**config.mk**
```make
export PLATFORM = sky130hd
export DESIGN_NAME = touch_strip_swipe_recognizer_core
export DESIGN_NICKNAME = d
export VERILOG_FILES = /design/src/rtl/core/tssr_pkg.sv /design/src/rtl/core/tssr_div.sv /design/src/rtl/core/touch_strip_swipe_recognizer_core.sv
export SDC_FILE = /design/constraint.sdc
export NUM_CORES = 1
export LEC_CHECK = 0
export BUFFER_PORTS_ARGS = -buffer_cell sky130_fd_sc_hd__buf_2
export CAP_MARGIN = 0
export CORE_MARGIN = 10
export CORE_UTILIZATION = 40
export DETAILED_ROUTE_END_ITERATION = 12
export SKIP_LAST_GASP = 1
export SLEW_MARGIN = 20
export SYNTH_ARGS = -nofsm -noshare
export SYNTH_HDL_FRONTEND = slang
export SYNTH_HIERARCHICAL = 1
export SYNTH_SLANG_ARGS = --single-unit
```
**constraint.sdc**
```tcl
create_clock -name clk_i -period 8.6 [get_ports clk_i]
set_input_delay 1.72 -clock clk_i [delete_from_list [all_inputs] [get_ports clk_i]]
set_output_delay 1.72 -clock clk_i [all_outputs]
set_load 0.03 [all_outputs]
```
**src/rtl/core/tssr_pkg.sv**
```systemverilog
`default_nettype none
package tssr_pkg;

  localparam int unsigned PadW      = 8;
  localparam int unsigned SumW      = 10;
  localparam int unsigned DividendW = 15;
  localparam int unsigned DivisorW  = SumW;
  localparam int unsigned DivCntW   = $clog2(DividendW);
  localparam int unsigned PosW      = 8;
  localparam int unsigned CfgIdxW   = 8;
  localparam int unsigned CfgDataW  = 8;

  localparam logic [PadW-1:0] TouchLevelReset    = 8'd1;
  localparam logic [PadW-1:0] SwipeDistanceReset = 8'd40;

  localparam logic [CfgIdxW-1:0] CfgTouchLevel    = 8'd0;
  localparam logic [CfgIdxW-1:0] CfgSwipeDistance = 8'd1;

  typedef enum logic [2:0] {
    GestNone     = 3'd0,
    GestPress    = 3'd1,
    GestRelease  = 3'd2,
    GestForward  = 3'd3,
    GestBackward = 3'd4
  } tssr_gesture_e;

  typedef struct packed {
    logic [PadW-1:0] pad_left;
    logic [PadW-1:0] pad_middle;
    logic [PadW-1:0] pad_right;
  } tssr_in_t;

  typedef struct packed {
    tssr_gesture_e         gesture;
    logic                  touched;
    logic signed [PosW-1:0] position;
  } tssr_out_t;

endpackage
`default_nettype wire

```
**src/rtl/core/tssr_div.sv**
```systemverilog
`default_nettype none
module tssr_div
  import tssr_pkg::*;
(
  input  wire logic                 clk_i,
  input  wire logic                 rst_ni,
  input  wire logic                 start_i,
  input  wire logic [DividendW-1:0] dividend_i,
  input  wire logic [DivisorW-1:0]  divisor_i,
  output logic                      valid_o,
  output logic [DividendW-1:0]      quotient_o
);

  localparam logic [DivCntW-1:0] LastStep = DivCntW'(DividendW - 1);

  logic                 busy_q, busy_d;
  logic                 valid_q, valid_d;
  logic [DivCntW-1:0]   cnt_q, cnt_d;
  logic [DivisorW-1:0]  div_q, div_d;
  logic [DivisorW-1:0]  rem_q, rem_d;
  logic [DividendW-1:0] quo_q, quo_d;
  logic [DivisorW:0]    trial;
  logic [DivisorW:0]    diff;
  logic                 fits;

  assign trial = {rem_q, quo_q[DividendW-1]};
  assign diff  = trial - {1'b0, div_q};
  assign fits  = trial >= {1'b0, div_q};

  always_comb begin
    busy_d  = busy_q;
    valid_d = valid_q;
    cnt_d   = cnt_q;
    div_d   = div_q;
    rem_d   = rem_q;
    quo_d   = quo_q;
    if (start_i) begin
      busy_d  = 1'b1;
      valid_d = 1'b0;
      cnt_d   = '0;
      div_d   = divisor_i;
      rem_d   = '0;
      quo_d   = dividend_i;
    end else if (busy_q) begin
      rem_d = fits ? diff[DivisorW-1:0] : trial[DivisorW-1:0];
      quo_d = {quo_q[DividendW-2:0], fits};
      cnt_d = cnt_q + 1'b1;
      if (cnt_q == LastStep) begin
        busy_d  = 1'b0;
        valid_d = 1'b1;
      end
    end
  end

  always_ff @(posedge clk_i or negedge rst_ni) begin
    if (!rst_ni) begin
      busy_q  <= 1'b0;
      valid_q <= 1'b0;
      cnt_q   <= '0;
    end else begin
      busy_q  <= busy_d;
      valid_q <= valid_d;
      cnt_q   <= cnt_d;
    end
  end

  always_ff @(posedge clk_i) begin
    div_q <= div_d;
    rem_q <= rem_d;
    quo_q <= quo_d;
  end

  assign valid_o    = valid_q;
  assign quotient_o = quo_q;

endmodule
`default_nettype wire

```
**src/rtl/core/touch_strip_swipe_recognizer_core.sv**
```systemverilog
`default_nettype none
// Touch strip swipe recognizer. Each sample of three pad intensities yields one
// result: the centroid position (right - left) * 100 / (left + middle + right),
// truncated toward zero and 0 for an all-zero sample, a touched flag (largest
// pad at or above touch_level), and a gesture from the idle / touched / swiping
// tracker: press, release, or swipe forward / backward once the position moves
// more than swipe_distance from where the touch began. From acceptance to result,
// the scaled difference and the sum are formed at acceptance and loaded into
// the one-bit-per-cycle restoring divider; when it is done the quotient is
// handed over to the hold state, which resolves the gesture into the result
// register. The input stalls from acceptance until the result is registered.
// The result register lets the next sample in while an earlier result still
// waits; that sample then holds after its division until the result register
// frees. Register 0 is touch_level, register 1 is swipe_distance; other
// indexes are ignored. Write registers only while idle.
module touch_strip_swipe_recognizer_core
  import tssr_pkg::*;
(
  input  wire logic                clk_i,
  input  wire logic                rst_ni,
  input  wire logic                in_valid_i,
  output logic                     in_stall_o,
  input  wire tssr_in_t            in_data_i,
  output logic                     out_valid_o,
  input  wire logic                out_stall_i,
  output tssr_out_t                out_data_o,
  input  wire logic                cfg_valid_i,
  output logic                     cfg_ready_o,
  input  wire logic [CfgIdxW-1:0]  cfg_index_i,
  input  wire logic [CfgDataW-1:0] cfg_data_i
);

  typedef enum logic [2:0] {
    StIdle = 3'b001,
    StDiv  = 3'b010,
    StHold = 3'b100
  } state_e;

  typedef enum logic [2:0] {
    PhIdle    = 3'b001,
    PhTouched = 3'b010,
    PhSwiping = 3'b100
  } phase_e;

  state_e state_q, state_d;
  phase_e phase_q, phase_d;

  logic [PadW-1:0]        touch_level_q, swipe_distance_q;
  logic signed [PosW-1:0] start_q, start_d;
  logic                   neg_q, zero_q, touched_q;
  logic                   out_valid_q, out_valid_d;
  tssr_out_t              out_data_q, out_data_d;

  logic                   accept;
  logic                   emit;
  logic [SumW-1:0]        sum;
  logic [PadW-1:0]        mag;
  logic [DividendW-1:0]   scaled;
  logic [PadW-1:0]        max_lm, max_all;
  logic                   div_valid;
  logic [DividendW-1:0]   div_quo;
  logic signed [PosW-1:0] pos;
  logic signed [PosW-1:0] quo_s;
  logic signed [PosW:0]   delta, reach;
  tssr_gesture_e          gesture;

  assign accept = in_valid_i && !in_stall_o;
  assign in_stall_o = (state_q != StIdle);

  assign sum = SumW'(in_data_i.pad_left) + SumW'(in_data_i.pad_middle)
             + SumW'(in_data_i.pad_right);
  assign mag = (in_data_i.pad_left > in_data_i.pad_right)
             ? in_data_i.pad_left - in_data_i.pad_right
             : in_data_i.pad_right - in_data_i.pad_left;
  assign scaled = {1'b0, mag, 6'b0} + {2'b0, mag, 5'b0} + {5'b0, mag, 2'b0};

  assign max_lm  = (in_data_i.pad_middle > in_data_i.pad_left)
                 ? in_data_i.pad_middle : in_data_i.pad_left;
  assign max_all = (in_data_i.pad_right > max_lm) ? in_data_i.pad_right : max_lm;

  tssr_div u_div (
    .clk_i      (clk_i),
    .rst_ni     (rst_ni),
    .start_i    (accept),
    .dividend_i (scaled),
    .divisor_i  (sum),
    .valid_o    (div_valid),
    .quotient_o (div_quo)
  );

  assign quo_s = {1'b0, div_quo[PosW-2:0]};
  assign pos   = zero_q ? '0 : (neg_q ? -quo_s : quo_s);
  assign delta = {pos[PosW-1], pos} - {start_q[PosW-1], start_q};
  assign reach = {1'b0, swipe_distance_q};

  always_comb begin
    phase_d = phase_q;
    start_d = start_q;
    gesture = GestNone;
    unique case (phase_q)
      PhIdle: begin
        if (touched_q) begin
          phase_d = PhTouched;
          start_d = pos;
          gesture = GestPress;
        end
      end
      PhTouched: begin
        if (!touched_q) begin
          phase_d = PhIdle;
          gesture = GestRelease;
        end else if (delta > reach) begin
          phase_d = PhSwiping;
          gesture = GestForward;
        end else if (delta < -reach) begin
          phase_d = PhSwiping;
          gesture = GestBackward;
        end
      end
      default: begin
        if (!touched_q) begin
          phase_d = PhIdle;
          gesture = GestRelease;
        end
      end
    endcase
  end

  assign emit = (state_q == StHold) && (!out_valid_q || !out_stall_i);

  always_comb begin
    state_d = state_q;
    unique case (state_q)
      StIdle: if (accept) state_d = StDiv;
      StDiv:  if (div_valid) state_d = StHold;
      StHold: if (emit) state_d = StIdle;
      default: state_d = StIdle;
    endcase
  end

  always_comb begin
    out_valid_d = out_valid_q;
    out_data_d  = out_data_q;
    if (emit) begin
      out_valid_d         = 1'b1;
      out_data_d.gesture  = gesture;
      out_data_d.touched  = touched_q;
      out_data_d.position = pos;
    end else if (!out_stall_i) begin
      out_valid_d = 1'b0;
    end
  end

  always_ff @(posedge clk_i or negedge rst_ni) begin
    if (!rst_ni) begin
      state_q          <= StIdle;
      phase_q          <= PhIdle;
      start_q          <= '0;
      out_valid_q      <= 1'b0;
      touch_level_q    <= TouchLevelReset;
      swipe_distance_q <= SwipeDistanceReset;
    end else begin
      state_q     <= state_d;
      out_valid_q <= out_valid_d;
      if (emit) begin
        phase_q <= phase_d;
        start_q <= start_d;
      end
      if (cfg_valid_i) begin
        unique case (cfg_index_i)
          CfgTouchLevel:    touch_level_q    <= cfg_data_i;
          CfgSwipeDistance: swipe_distance_q <= cfg_data_i;
          default: ;
        endcase
      end
    end
  end

  always_ff @(posedge clk_i) begin
    out_data_q <= out_data_d;
    if (accept) begin
      neg_q     <= in_data_i.pad_left > in_data_i.pad_right;
      zero_q    <= (sum == '0);
      touched_q <= (max_all >= touch_level_q);
    end
  end

  assign cfg_ready_o = 1'b1;
  assign out_valid_o = out_valid_q;
  assign out_data_o  = out_data_q;

endmodule
`default_nettype wire

```
Word-level counts from Yosys, hierarchy flattened
Cells that the tools add are included.

Input bits: 45. Output and inout bits: 15. Memory bits (read-only): 0. RAM bits: 0. Memories: 0. Register bits: 87. Bits in latches: 0. Logic and storage cells: 101.

Reductions and logical operators: 16. Add/subtract/negate cells: 11. Divide/modulo/power cells: 0. Mux-type cells: 34. Eq/ne operators: 15. Multipliers: 0. Bitwise logic cells: 0. Shift-type cells: 0. Order comparisons: 7.

Operator list (count): 8-bit 2-to-1 mux (5); 3-bit 2-to-1 mux (11); 15-bit 2-to-1 mux (2); 8-bit greater-than comparator (3); 8-bit subtractor (2); 14-bit by 13-bit adder with 15-bit output (1); 15-bit by 10-bit adder with 15-bit output (1); 3-bit case mux with 2 select lines (2); 11-bit by 10-bit greater-or-equal comparator with 1-bit output (1); 9-bit by 8-bit adder with 10-bit output (1); 10-bit zero test (1); 10-bit 2-to-1 mux (1); 10-bit subtractor (1); 8-bit by 8-bit adder with 9-bit output (1); 9-bit greater-than comparator (1); 9-bit less-than comparator (1); 1-bit 2-to-1 mux (9); 8-bit negator with 9-bit output (1); 3-bit case mux with 3 select lines (1); 8-bit by 8-bit subtractor with 9-bit output (1); 8-bit by 1-bit equality test with 1-bit output, second input constant (1); 8-bit greater-or-equal comparator (1); 8-bit zero test (1); 4-bit 2-to-1 mux (2); other kinds (18) (31).

Longest topological paths before layout
Gate-level depths: netlist of run 1.

Depth after elaboration: 9. Gate-level depth with buffers: 22.

Modules after synthesis
The synthesis of run 1 kept the hierarchy.

By module, submodules not included: touch_strip_swipe_recognizer_core (area an instance 5225.0 µm², seq. area each 1232.4 µm², instances 1, cells each 579); tssr_div (area an instance 2168.3 µm², seq. area each 1101.1 µm², instances 1, cells each 185).

Worst setup path before layout of run 1
No wires, ideal clock.

Path kind: input to register. Start point: in in_data_i[21] in the netlist's numbering. End point: reg touched_q (data pin). Arrival: 5.941 ns. Stages: 22. Setup time: 0.262 ns. Path slack: 2.397 ns. Buffers on the path: 1. Path through: inv_1 > ha_1 > a21o_1 > a21o_1 > a21o_1 > o31ai_1 > o21ai_0 > and2_1 > ha_1 > nor2b_1 > o21a_1 > o21a_1 > o21ai_1 > and2_0 > clkbuf_1 > a31oi_1 > ha_1 > a21o_1 > a21o_1 > a211o_1 > a21oi_1 > o21ai_0.

Longest elaborated chain between the ends: 5.

RTL lines: from (decl) (RTL line touch_strip_swipe_recognizer_core.sv:23) `input wire tssr_in_t in_data_i,`; 8-bit greater-than comparator (RTL line touch_strip_swipe_recognizer_core.sv:77) `assign max_lm = (in_data_i.pad_middle > in_data_i.pad_left)`; 8-bit 2-to-1 mux * (RTL line touch_strip_swipe_recognizer_core.sv:78) `? in_data_i.pad_middle : in_data_i.pad_left;`; 8-bit greater-than comparator (RTL line touch_strip_swipe_recognizer_core.sv:79) `assign max_all = (in_data_i.pad_right > max_lm) ? in_data_i.pad_right : max_lm;`; 8-bit 2-to-1 mux * (RTL line touch_strip_swipe_recognizer_core.sv:79); 8-bit greater-or-equal comparator * (RTL line touch_strip_swipe_recognizer_core.sv:184) `touched_q <= (max_all >= touch_level_q);`; to (signal assigned) (RTL line touch_strip_swipe_recognizer_core.sv:184); to (decl) (RTL line touch_strip_swipe_recognizer_core.sv:50) `logic neg_q, zero_q, touched_q;`.

Mark *: on every way between the ends. The rest lies on a longest branch, timed or not. A chain may end at the register's enable or synchronous reset.

Worst setup path in the final report of run 1
Ends and elaborated chain as after synthesis.

==> reports/qor.yml, run 1 <==
cts-root-buf: "clkbuf_16"
yosysSeqAreaShare: 0.3156
p_leak_nw: 3.788
synth_top_area_frac: 0.1642
cp_max_fo: 10
die_area_sq_um: 24320
initial_core_util: 0.4088
wl_per_cell_microns: 14.74
post_cts_buffers: 0
relSlewSlack: 0.2781
max_cap_violations: 0
clockBufferDepth: 2
async_flop_share: 0.4253
fill_cells: 1747
cts_hold_buf: 0
hold_depth: 1
crit_required_ps: 8700
report.final.hold_viol_count: 0
first_iter_violations: 271
clock_latency_ps: 360
outcome: "finished, final reports clean"
p_per_area_nw_per_um2: 307.2
crit_chain: "buf_2 > inv_1 > ha_1 > a21o_1 > a21o_1 > a21o_1 > o31ai_1 > o21ai_0 > and2_1 > ha_1 > nor2b_1 > o21a_1 > o21a_1 > o21ai_1 > and2_0 > a31oi_1 > ha_1 > a21o_1 > a21o_1 > a211o_1 > a21oi_1 > o21ai_0"
viasPerCell: 5.182
setup_violations: 0
tightest_slew_ps: 1083
ant_nets: 0
num_io_pins: 60
wirelength_mm: 15.50
placed_cells: 1036
numCtsBuffers: 9
syn_avg_cell_area_sq_um: 9.677
clock.fmax_ghz: 0.1503
worstRegToRegCells: 15
grt_pass1_vias: 5484
yosysWarnings: 6
grt_max_degree: 48
whs_endpoint: "state_q[0]"
critPathArrivalTime_ps: 6750
synth_cell_types: 73
ir_drop_v: 0.0001227
critPathKind: "primary input to flip-flop"
ff2ff_setup_slack_ps: 4300
setup_ws_ps: 1949
switching_share: 0.4190
gp_congestion: 0.8814
fin_worst_skew_ps: 12.51
layout-drive-gt1-share: 0.1640
insertedDiodeCount: 0
grt_usage: 0.1330
post-route-period-util: 0.7734
chipHeight_microns: 156.0
final_util: 0.4515
yosysTopAreaCell: "ha_1"
fp-row-count: 49
p_clk_frac: 0.148
regToRegEndpoint: "out_data_o[11]"
cts_tree: "done"
stdcell_count: 1052
p_sw_mw: 1.051
cp_slowest_cell: "o31ai_1"
cts-resized-gates: 0
postSynthCellCount: 764
ys_ff_latch: 87
grt_pass1_wl_mm: 26.49
power.internal_mw: 1.458
nets: 978
gr-total-overflow: 0
vias: 5451
synth_edf_count: 40
hold_path_class: "flip-flop to flip-flop"
slew_viol_final: 0
hpwl_mm: 12.48
crit_path_end_kind: "flip-flop"
rsz0062_at_grt: "no"
worstHoldStart: "out_valid_o"
cts_max_level: 3
period_needed_ps: 6651
cp-start-kind: "primary input"
clk_pin_slew_ps: 70
r2r-start: "u_div/quotient_o[0]"
whs_ps: 443.5
synth_ff_type: "edfxtp_1"
cts.sinks: 87
dp_slack_ps: 1622
crit_path_frequent_cell: "a21o_1"
slowest_delay_ps: 650
chipWidth_microns: 156.0
syn2layout_area_growth_pct: 10.46
synth.area.top_cells: "ha_1, edfxtp_1, dfrtp_1"
tns_ps: 0
pwr-share-comb: 0.588
drtPass1Iterations: 4
power_frac_seq: 0.264
syn-cell-area_sq_um: 7393
antenna_found_initial: 0
drcViolationCount: 0
port_buffers: 58
core_sq_um: 18090
## logic make-up (layout without fill, tap and decap cells)
family                     count (synthesis)  count (layout)  synth area share
AOI/OAI and AO/OA                        167             167            0.1540
xor gates and xnor gates                  47              47           0.05568
adders and majority gates                115             115            0.2129
buffers and inverters                    108             166           0.05940
DFF                                       87              87            0.3156
muxes                                     47              47           0.07023
other                                      2               3          0.001016
and+or+nand+nor                          191             191            0.1312
## placed cells by master, fill, tap and decap left out, types with 18 or more instances in the layout
| cell | n |
|---|---|
| a21o_1 | 23 |
| a21oi_1 | 33 |
| buf_2 | 58 |
| dfrtp_1 | 32 |
| edfxtp_1 | 40 |
| fa_1 | 18 |
| ha_1 | 97 |
| inv_1 | 91 |
| mux2_2 | 35 |
| nand2_1 | 40 |
| nand3_1 | 18 |
| nor2_1 | 45 |
| nor2b_1 | 19 |
| o21ai_0 | 34 |
| xnor2_1 | 25 |
| xor2_1 | 22 |
## stage by stage
step	cell area, sq um	total power [mW]
after global placement	7891	2.124
after floorplan	7397	1.832
final	8167	2.509
after global routing	8167	2.765
after detailed placement	7891	2.141
after CTS	8167	2.529
## sequential cells by signal, summed over array words and instances, names as in the netlist, 3 cells and up
signal / count
u_div/quotient_o: 15
out_data_o: 12
u_div/div_q: 10
u_div/rem_q: 10
start_q: 8
swipe_distance_q: 8
touch_level_q: 8
u_div/cnt_q: 4
phase_q: 3
state_q: 3
## cells in the mapped netlist, types with 11 or more instances
library cell,number
xor2_1,22
ha_1,97
a31oi_1,11
xnor2_1,25
nand2_1,40
fa_1,18
a21oi_1,33
a21o_1,23
mux2i_1,11
o21a_1,13
nor3_1,13
nand3_1,18
and2_1,12
dfrtp_1,32
edfxtp_1,40
nor2_1,46
inv_1,91
nor2b_1,19
o21ai_0,34
mux2_2,35
## cell type report
class	count	area [sq um]	share of cell area
Inverter	91	341.6	0.04183
Clock buffer	11	232.7	0.02850
Sequential cell	87	2333	0.2857
Multi-Input combinational cell	570	4632	0.5672
Tap cell	229	286.5	0.03509
Timing Repair Buffer	59	297.8	0.03646
Clock inverter	5	42.54	0.005209
## worst max path at each step
stage / from / end / slack, ps / cells past startpoint
2_1_floorplan: in_data_i[21] / touched_q / 2400 / 22
3_3_place_gp: in_data_i[16] / u_div/quotient_o[14] / 1690 / 20
3_5_place_dp: in_data_i[16] / u_div/quotient_o[13] / 1620 / 19
4_1_cts: in_data_i[16] / u_div/quotient_o[13] / 1970 / 19
5_1_grt: in_data_i[16] / u_div/quotient_o[13] / 1520 / 21
6_report: in_data_i[21] / touched_q / 1950 / 22
## critical path, delay by kind of cell
kind	cells	cell delay, ps
AO/OA/AOI/OAI	14	3200
adder cells (fa/ha/maj)	3	870
buffers and inverters	2	210
AND/OR/NAND/NOR	3	740
## metal layers
metal  global-route usage  routed length (microns)  vias up
met3              0.02426                      646       21
met2               0.2002                     6637       91
li1                     -                        -     2819
met1               0.1821                     7878     2520
met4              0.05935                      340        0
met5                    0                        0        -
## power by group through the flow
stage / Sequential, mW / Combinational [mW] / Clock (mW)
floorplan: 0.637 / 1.20 / 0
global placement: 0.669 / 1.45 / 0
detailed placement: 0.671 / 1.47 / 0
CTS: 0.663 / 1.48 / 0.382
global route: 0.678 / 1.69 / 0.399
finish: 0.662 / 1.47 / 0.372
Power figures use the tool's default switching activity.
==> inputs of run 2 (changes only) <==
Clock period 8.6 ns to 5.6 ns, I/O delays scaled along.
==> run 2 against run 1 <==
  * Global-route usage about the same
  * Combinational power rose by 61%
  * Routed wire length rose by 2.1%
  * Flip-flop and latch count stayed put
  * Non-clock buffer count is 28 higher
  * Largest cell class unchanged
  * Largest power group unchanged
==> reports/qor.yml, run 2 (synthesis gave the netlist of run 1 again) <==
chipHeight_microns: 156.0  # unchanged
die_area_sq_um: 24320  # unchanged
drtPass1Iterations: 4  # unchanged
num_io_pins: 60  # unchanged
tightest_slew_ps: 955.2  # -127.7 ps
hold_depth: 1  # unchanged
cp_slowest_cell: "fa_1"
insertedDiodeCount: 0  # unchanged
mostFrequentLayoutCells: "ha_1, inv_1, buf_2"
clock.fmax_ghz: 0.1891
period_needed_ps: 5287
antenna_found_initial: 0  # unchanged
regToRegEndpoint: "out_data_o[11]"
numCtsBuffers: 9  # unchanged
critPathArrivalTime_ps: 5370  # -1380 ps
clk_pin_slew_ps: 70  # about the same
grt_pass1_vias: 5681  # +3.6%
worstHoldStart: "out_valid_o"
worstRegToRegCells: 15  # unchanged
p_leak_nw: 3.937  # +3.9%
cp-start-kind: "primary input"
fill_cells: 1749  # +0.11%
hpwl_mm: 12.91  # +3.4%
multi_input_area_sq_um: 4656  # +0.51%
post-route-period-util: 0.9442
relSlewSlack: 0.3632  # +0.08513
outcome: "finished, final reports clean"
syn2layout_area_growth_pct: 13.69
vias: 5586  # +2.5%
grt_usage: 0.1326  # -0.0003872
final_common_cell: "ha_1"
max_cap_violations: 0  # unchanged
nets: 1006  # +2.9%
crit_path_frequent_cell: "a21o_1"
layout-drive-gt1-share: 0.1951  # +0.03103
viasPerCell: 5.172  # -0.18%
post_cts_buffers: 0  # unchanged
gp_congestion: 0.8609  # -2.3%
clock_latency_ps: 350  # about the same
grt_pass1_wl_mm: 26.94  # +1.7%
cts.sinks: 87  # unchanged
cp_max_fo: 4  # -6
initial_core_util: 0.4088  # unchanged
r2r-start: "u_div/quotient_o[0]"
critPathKind: "primary input to flip-flop"
cts_max_level: 3  # unchanged
clockBufferDepth: 2  # unchanged
crit_required_ps: 5690  # -3010 ps
grt_max_degree: 38  # -21%
setup_violations: 0  # unchanged
slowest_delay_ps: 460  # -190 ps
stdcell_count: 1080  # +2.7%
crit_chain: "buf_2 > inv_1 > ha_1 > inv_1 > fa_1 > nand3_1 > a21oi_2 > o32ai_4 > mux2_2 > a221o_2 > xor2_1 > fa_1 > ha_1 > nor2b_1 > o21ai_0 > nand2b_1 > a21o_1 > a21o_1 > a21o_1 > mux2_2"
drcViolationCount: 0  # unchanged
cts-root-buf: "clkbuf_16"
slew_viol_final: 0  # unchanged
cts_tree: "done"
core_sq_um: 18090  # unchanged
largest_register_ffs: 15  # unchanged
ff_latch_area_sq_um: 2333  # unchanged
port_buffers: 58  # unchanged
gr-total-overflow: 0  # unchanged
wl_per_cell_microns: 14.66  # -0.51%
fp-row-count: 49  # unchanged
whs_ps: 446.3  # +2.759 ps
placed_cells: 1064  # +2.7%
crit_path_end_kind: "flip-flop"
wirelength_mm: 15.83  # +2.1%
ir_drop_v: 0.0001801  # +47%
hold_path_class: "flip-flop to flip-flop"
chipWidth_microns: 156.0  # unchanged
report.final.hold_viol_count: 0  # unchanged
rsz0062_at_grt: "no"
first_iter_violations: 213  # -21%
whs_endpoint: "state_q[0]"
fin_worst_skew_ps: 13.30  # +0.7908 ps
p_per_area_nw_per_um2: 469.3  # +53%
ant_nets: 0  # unchanged
ff2ff_setup_slack_ps: 1250  # -3050 ps
run 2: critical path, delay by kind of cell:
kind            cells  cell delay [ps]
compound gates      7             1450
xor+xnor            1              230
fa+ha+maj           4             1360
buf+inv             3              230
mux                 2              620
simple gates        3              360
run 2: cell type report:
| type | count | area share |
|---|---|---|
| inverter | 91 | 0.04064 |
| tap | 229 | 0.03409 |
| timing repair buffer | 87 | 0.06043 |
| clock inverter | 7 | 0.006550 |
| multi-input combinational | 570 | 0.5539 |
| sequential | 87 | 0.2776 |
| clock buffer | 9 | 0.02679 |
run 2: where the power goes:
| group | switching [mW] | internal [mW] |
|---|---|---|
| registers | 0.129 | 0.887 |
| logic | 1.24 | 1.11 |
| clock network | 0.267 | 0.306 |
run 2: per-stage QoR:
step | setup WS (ps) | utilization | cell area (sq um) | setup TNS [ps] | power (mW)
CTS | 239.9 | 0.4637 | 8387 | 0 | 3.963
finish | 312.5 | 0.4648 | 8406 | 0 | 3.945
global placement | -34.79 | 0.4482 | 8107 | -53.68 | 3.335
floorplan | 120.5 | - | 7402 | 0 | 2.815
detailed placement | -132.2 | 0.4482 | 8107 | -296.8 | 3.359
global route | 11.72 | 0.4648 | 8406 | 0 | 4.346
run 2: per-layer routing:
layer | routed length (microns) | vias up | global-route usage | share of wire
met5 | 0 | - | 0 | 0
met4 | 187 | 0 | 0.04272 | 0.012
li1 | - | 2865 | - | -
met1 | 8269 | 2632 | 0.1852 | 0.52
met3 | 532 | 10 | 0.02040 | 0.034
met2 | 6845 | 79 | 0.2055 | 0.43
run 2: how the worst max path moves through the flow:
stage | to | depth (start not counted) | slack (ps) | startpoint
after CTS | u_div/quotient_o[13] | 22 | 240 | in_data_i[16]
after floorplan | u_div/quotient_o[14] | 19 | 120 | in_data_i[16]
after global routing | u_div/quotient_o[14] | 20 | 10 | in_data_i[16]
after detailed placement | u_div/quotient_o[13] | 22 | -130 | in_data_i[16]
after global placement | u_div/quotient_o[13] | 22 | -30 | in_data_i[16]
final | u_div/quotient_o[14] | 20 | 310 | in_data_i[16]
run 2: repair_timing:
item / in CTS / in global routing
resized for setup: 0 / 2
endpoints found under the setup margin: 0 / 3
hold buffers: 0 / 0
==> inputs of run 3 (changes only) <==
Settings changed: CORE_ASPECT_RATIO set to 0.6, PLACE_DENSITY set to 0.61.
==> run 3 against run 2 <==
  * Largest power group unchanged
  * Largest cell class unchanged
  * Power increased by 4.5%
  * Non-clock buffer count is 7 higher
  * Sequential power about the same
  * Utilization rose by 0.62 points
  * Critical path depth increased by 1
==> reports/qor.yml, run 3 (synthesis gave the netlist of run 1 again) <==
syn2layout_area_growth_pct: 15.40
port_buffers: 58  # unchanged
p_sw_mw: 1.715  # +4.6%
met2_usage: 0.1719  # -0.03352
largest_register_ffs: 15  # unchanged
clk_pin_slew_ps: 70  # about the same
drcViolationCount: 0  # unchanged
layout-drive-gt1-share: 0.2040  # +0.008898
rsz0062_at_grt: "no"
p_total_mw: 4.123  # +4.5%
cts_tree: "done"
cts_max_level: 3  # unchanged
die_area_sq_um: 24500  # +0.73%
gp_congestion: 0.9029  # +4.9%
chipHeight_microns: 125.3  # -20%
tightest_slew_ps: 995.3  # +40.07 ps
cp_max_fo: 4  # unchanged
multi_input_area_sq_um: 4668  # +0.27%
critPathKind: "primary input to flip-flop"
max_cap_violations: 0  # unchanged
report.final.hold_viol_count: 0  # unchanged
grt_pass1_wl_mm: 28.96  # +7.5%
wirelength_mm: 17.44  # +10%
power.internal_mw: 2.408  # +4.5%
numCtsBuffers: 9  # unchanged
vias: 5670  # +1.5%
switching_share: 0.4160  # about the same
ff_latch_area_sq_um: 2333  # unchanged
pwr-share-comb: 0.591  # -0.006
initial_core_util: 0.4081  # -0.0006494
insertedDiodeCount: 0  # unchanged
hold_path_class: "flip-flop to flip-flop"
grt_usage: 0.1417  # +0.009104
post-route-period-util: 0.9536  # +0.009394
crit_path_end_kind: "flip-flop"
hpwl_mm: 14.19  # +9.9%
worstRegToRegCells: 15  # unchanged
mostFrequentLayoutCells: "ha_1, inv_1, buf_2"
dp_slack_ps: -168.2  # -36.03 ps
fp-row-count: 38  # -22%
period_needed_ps: 5340  # +52.61 ps
p_per_area_nw_per_um2: 483.2  # +3.0%
clockBufferDepth: 2  # unchanged
chipWidth_microns: 195.5  # +25%
drtPass1Iterations: 5  # +1
regToRegEndpoint: "phase_q[1]"
crit_required_ps: 5700  # about the same
final_common_cell: "ha_1"
fill_cells: 1725  # -1.4%
slew_viol_final: 0  # unchanged
antenna_found_initial: 0  # unchanged
nets: 1013  # +0.70%
setup_ws_ps: 259.9  # -52.61 ps
core_sq_um: 18110  # +0.16%
viasPerCell: 5.164  # -0.16%
gr-max-usage-layer: "met1"
grt_max_degree: 38  # unchanged
cts_hold_buf: 0  # unchanged
ff2ff_setup_slack_ps: 1150  # -100 ps
hold_depth: 1  # unchanged
gr-total-overflow: 0  # unchanged
p_leak_nw: 3.996  # +1.5%
grtUsageMet1: 0.2322  # +0.04703
ir_drop_v: 0.0002351  # +31%
tns_ps: 0  # unchanged
num_io_pins: 60  # unchanged
cp-start-kind: "primary input"
power_frac_seq: 0.247  # -0.011
wl_per_cell_microns: 15.89  # +8.3%
critPathArrivalTime_ps: 5440  # +70 ps
grt_pass1_vias: 5487  # -3.4%
cts-root-buf: "clkbuf_16"
use_met3: 0.03363  # +0.01322
cts.sinks: 87  # unchanged
whs_endpoint: "state_q[0]"
outcome: "finished, final reports clean"
whs_ps: 474.6  # +28.33 ps
p_clk_frac: 0.162  # +0.017
r2r-start: "u_div/quotient_o[0]"
first_iter_violations: 398  # +87%
clock_latency_ps: 350  # about the same
fin_worst_skew_ps: 13.21  # -0.09610 ps
relSlewSlack: 0.3365  # -0.02672
setup_violations: 0  # unchanged
clock.fmax_ghz: 0.1873  # -0.99%
ant_nets: 0  # unchanged
worstHoldStart: "out_valid_o"
## run 3: worst max path at each step
stage                       start                    to  slack (ps)
CTS                 in_data_i[16]  u_div/quotient_o[14]         170
detailed placement  in_data_i[16]  u_div/quotient_o[14]        -170
global route        in_data_i[16]  u_div/quotient_o[14]           3
floorplan           in_data_i[16]  u_div/quotient_o[14]         120
finish              in_data_i[16]  u_div/quotient_o[14]         260
global placement    in_data_i[17]             touched_q         -20
## run 3: power groups by stage
| stage | clock [mW] | sequential, mW | combinational (mW) |
|---|---|---|---|
| floorplan | 0 | 0.978 | 1.84 |
| global placement | 0 | 1.03 | 2.34 |
| detailed placement | 0 | 1.03 | 2.37 |
| CTS | 0.687 | 1.02 | 2.40 |
| global route | 0.707 | 1.04 | 2.76 |
| finish | 0.668 | 1.02 | 2.44 |
## run 3: stage by stage
stage / util / cell area [sq um] / cells
detailed placement: 0.4499 / 8150 / 1079
global route: 0.4710 / 8532 / 1098
finish: 0.4710 / 8532 / 1098
CTS: 0.4680 / 8478 / 1095
floorplan: - / 7402 / 765
global placement: 0.4499 / 8150 / 1079
## run 3: critical path, stage by stage
cell and delay [ps]:
buf_2 110, inv_1 70, ha_1 180, inv_1 70, fa_1 390, nand3_1 130, a21oi_2 80, o32ai_4 350
buf_4 210, mux2i_1 120, a221o_2 420, xor2_1 230, fa_1 470, ha_1 340, nor2b_1 140, o21ai_0 150
nand2b_1 90, a21o_1 180, a21o_1 190, a21o_1 170, mux2_2 250
## run 3: area by class of cell
| cell class | instances | share of cell area |
|---|---|---|
| clock buffers | 9 | 0.02640 |
| repair buffers | 94 | 0.06570 |
| multi-input cells | 570 | 0.5471 |
| well taps | 240 | 0.03520 |
| clock inverters | 7 | 0.01203 |
| flip-flops and latches | 87 | 0.2735 |
| inverters | 91 | 0.04004 |
## run 3: per-layer routing
| metal | wire (microns) | share of wire |
|---|---|---|
| met1 | 10260 | 0.59 |
| met2 | 6045 | 0.35 |
| met3 | 979 | 0.056 |
| met4 | 157 | 0.0090 |
| met5 | 0 | 0 |
## run 3: timing repair
| item | CTS | global route |
|---|---|---|
| setup buffers | 0 | 3 |
| resized for setup | 0 | 4 |
| endpoints found under the setup margin | 0 | 4 |
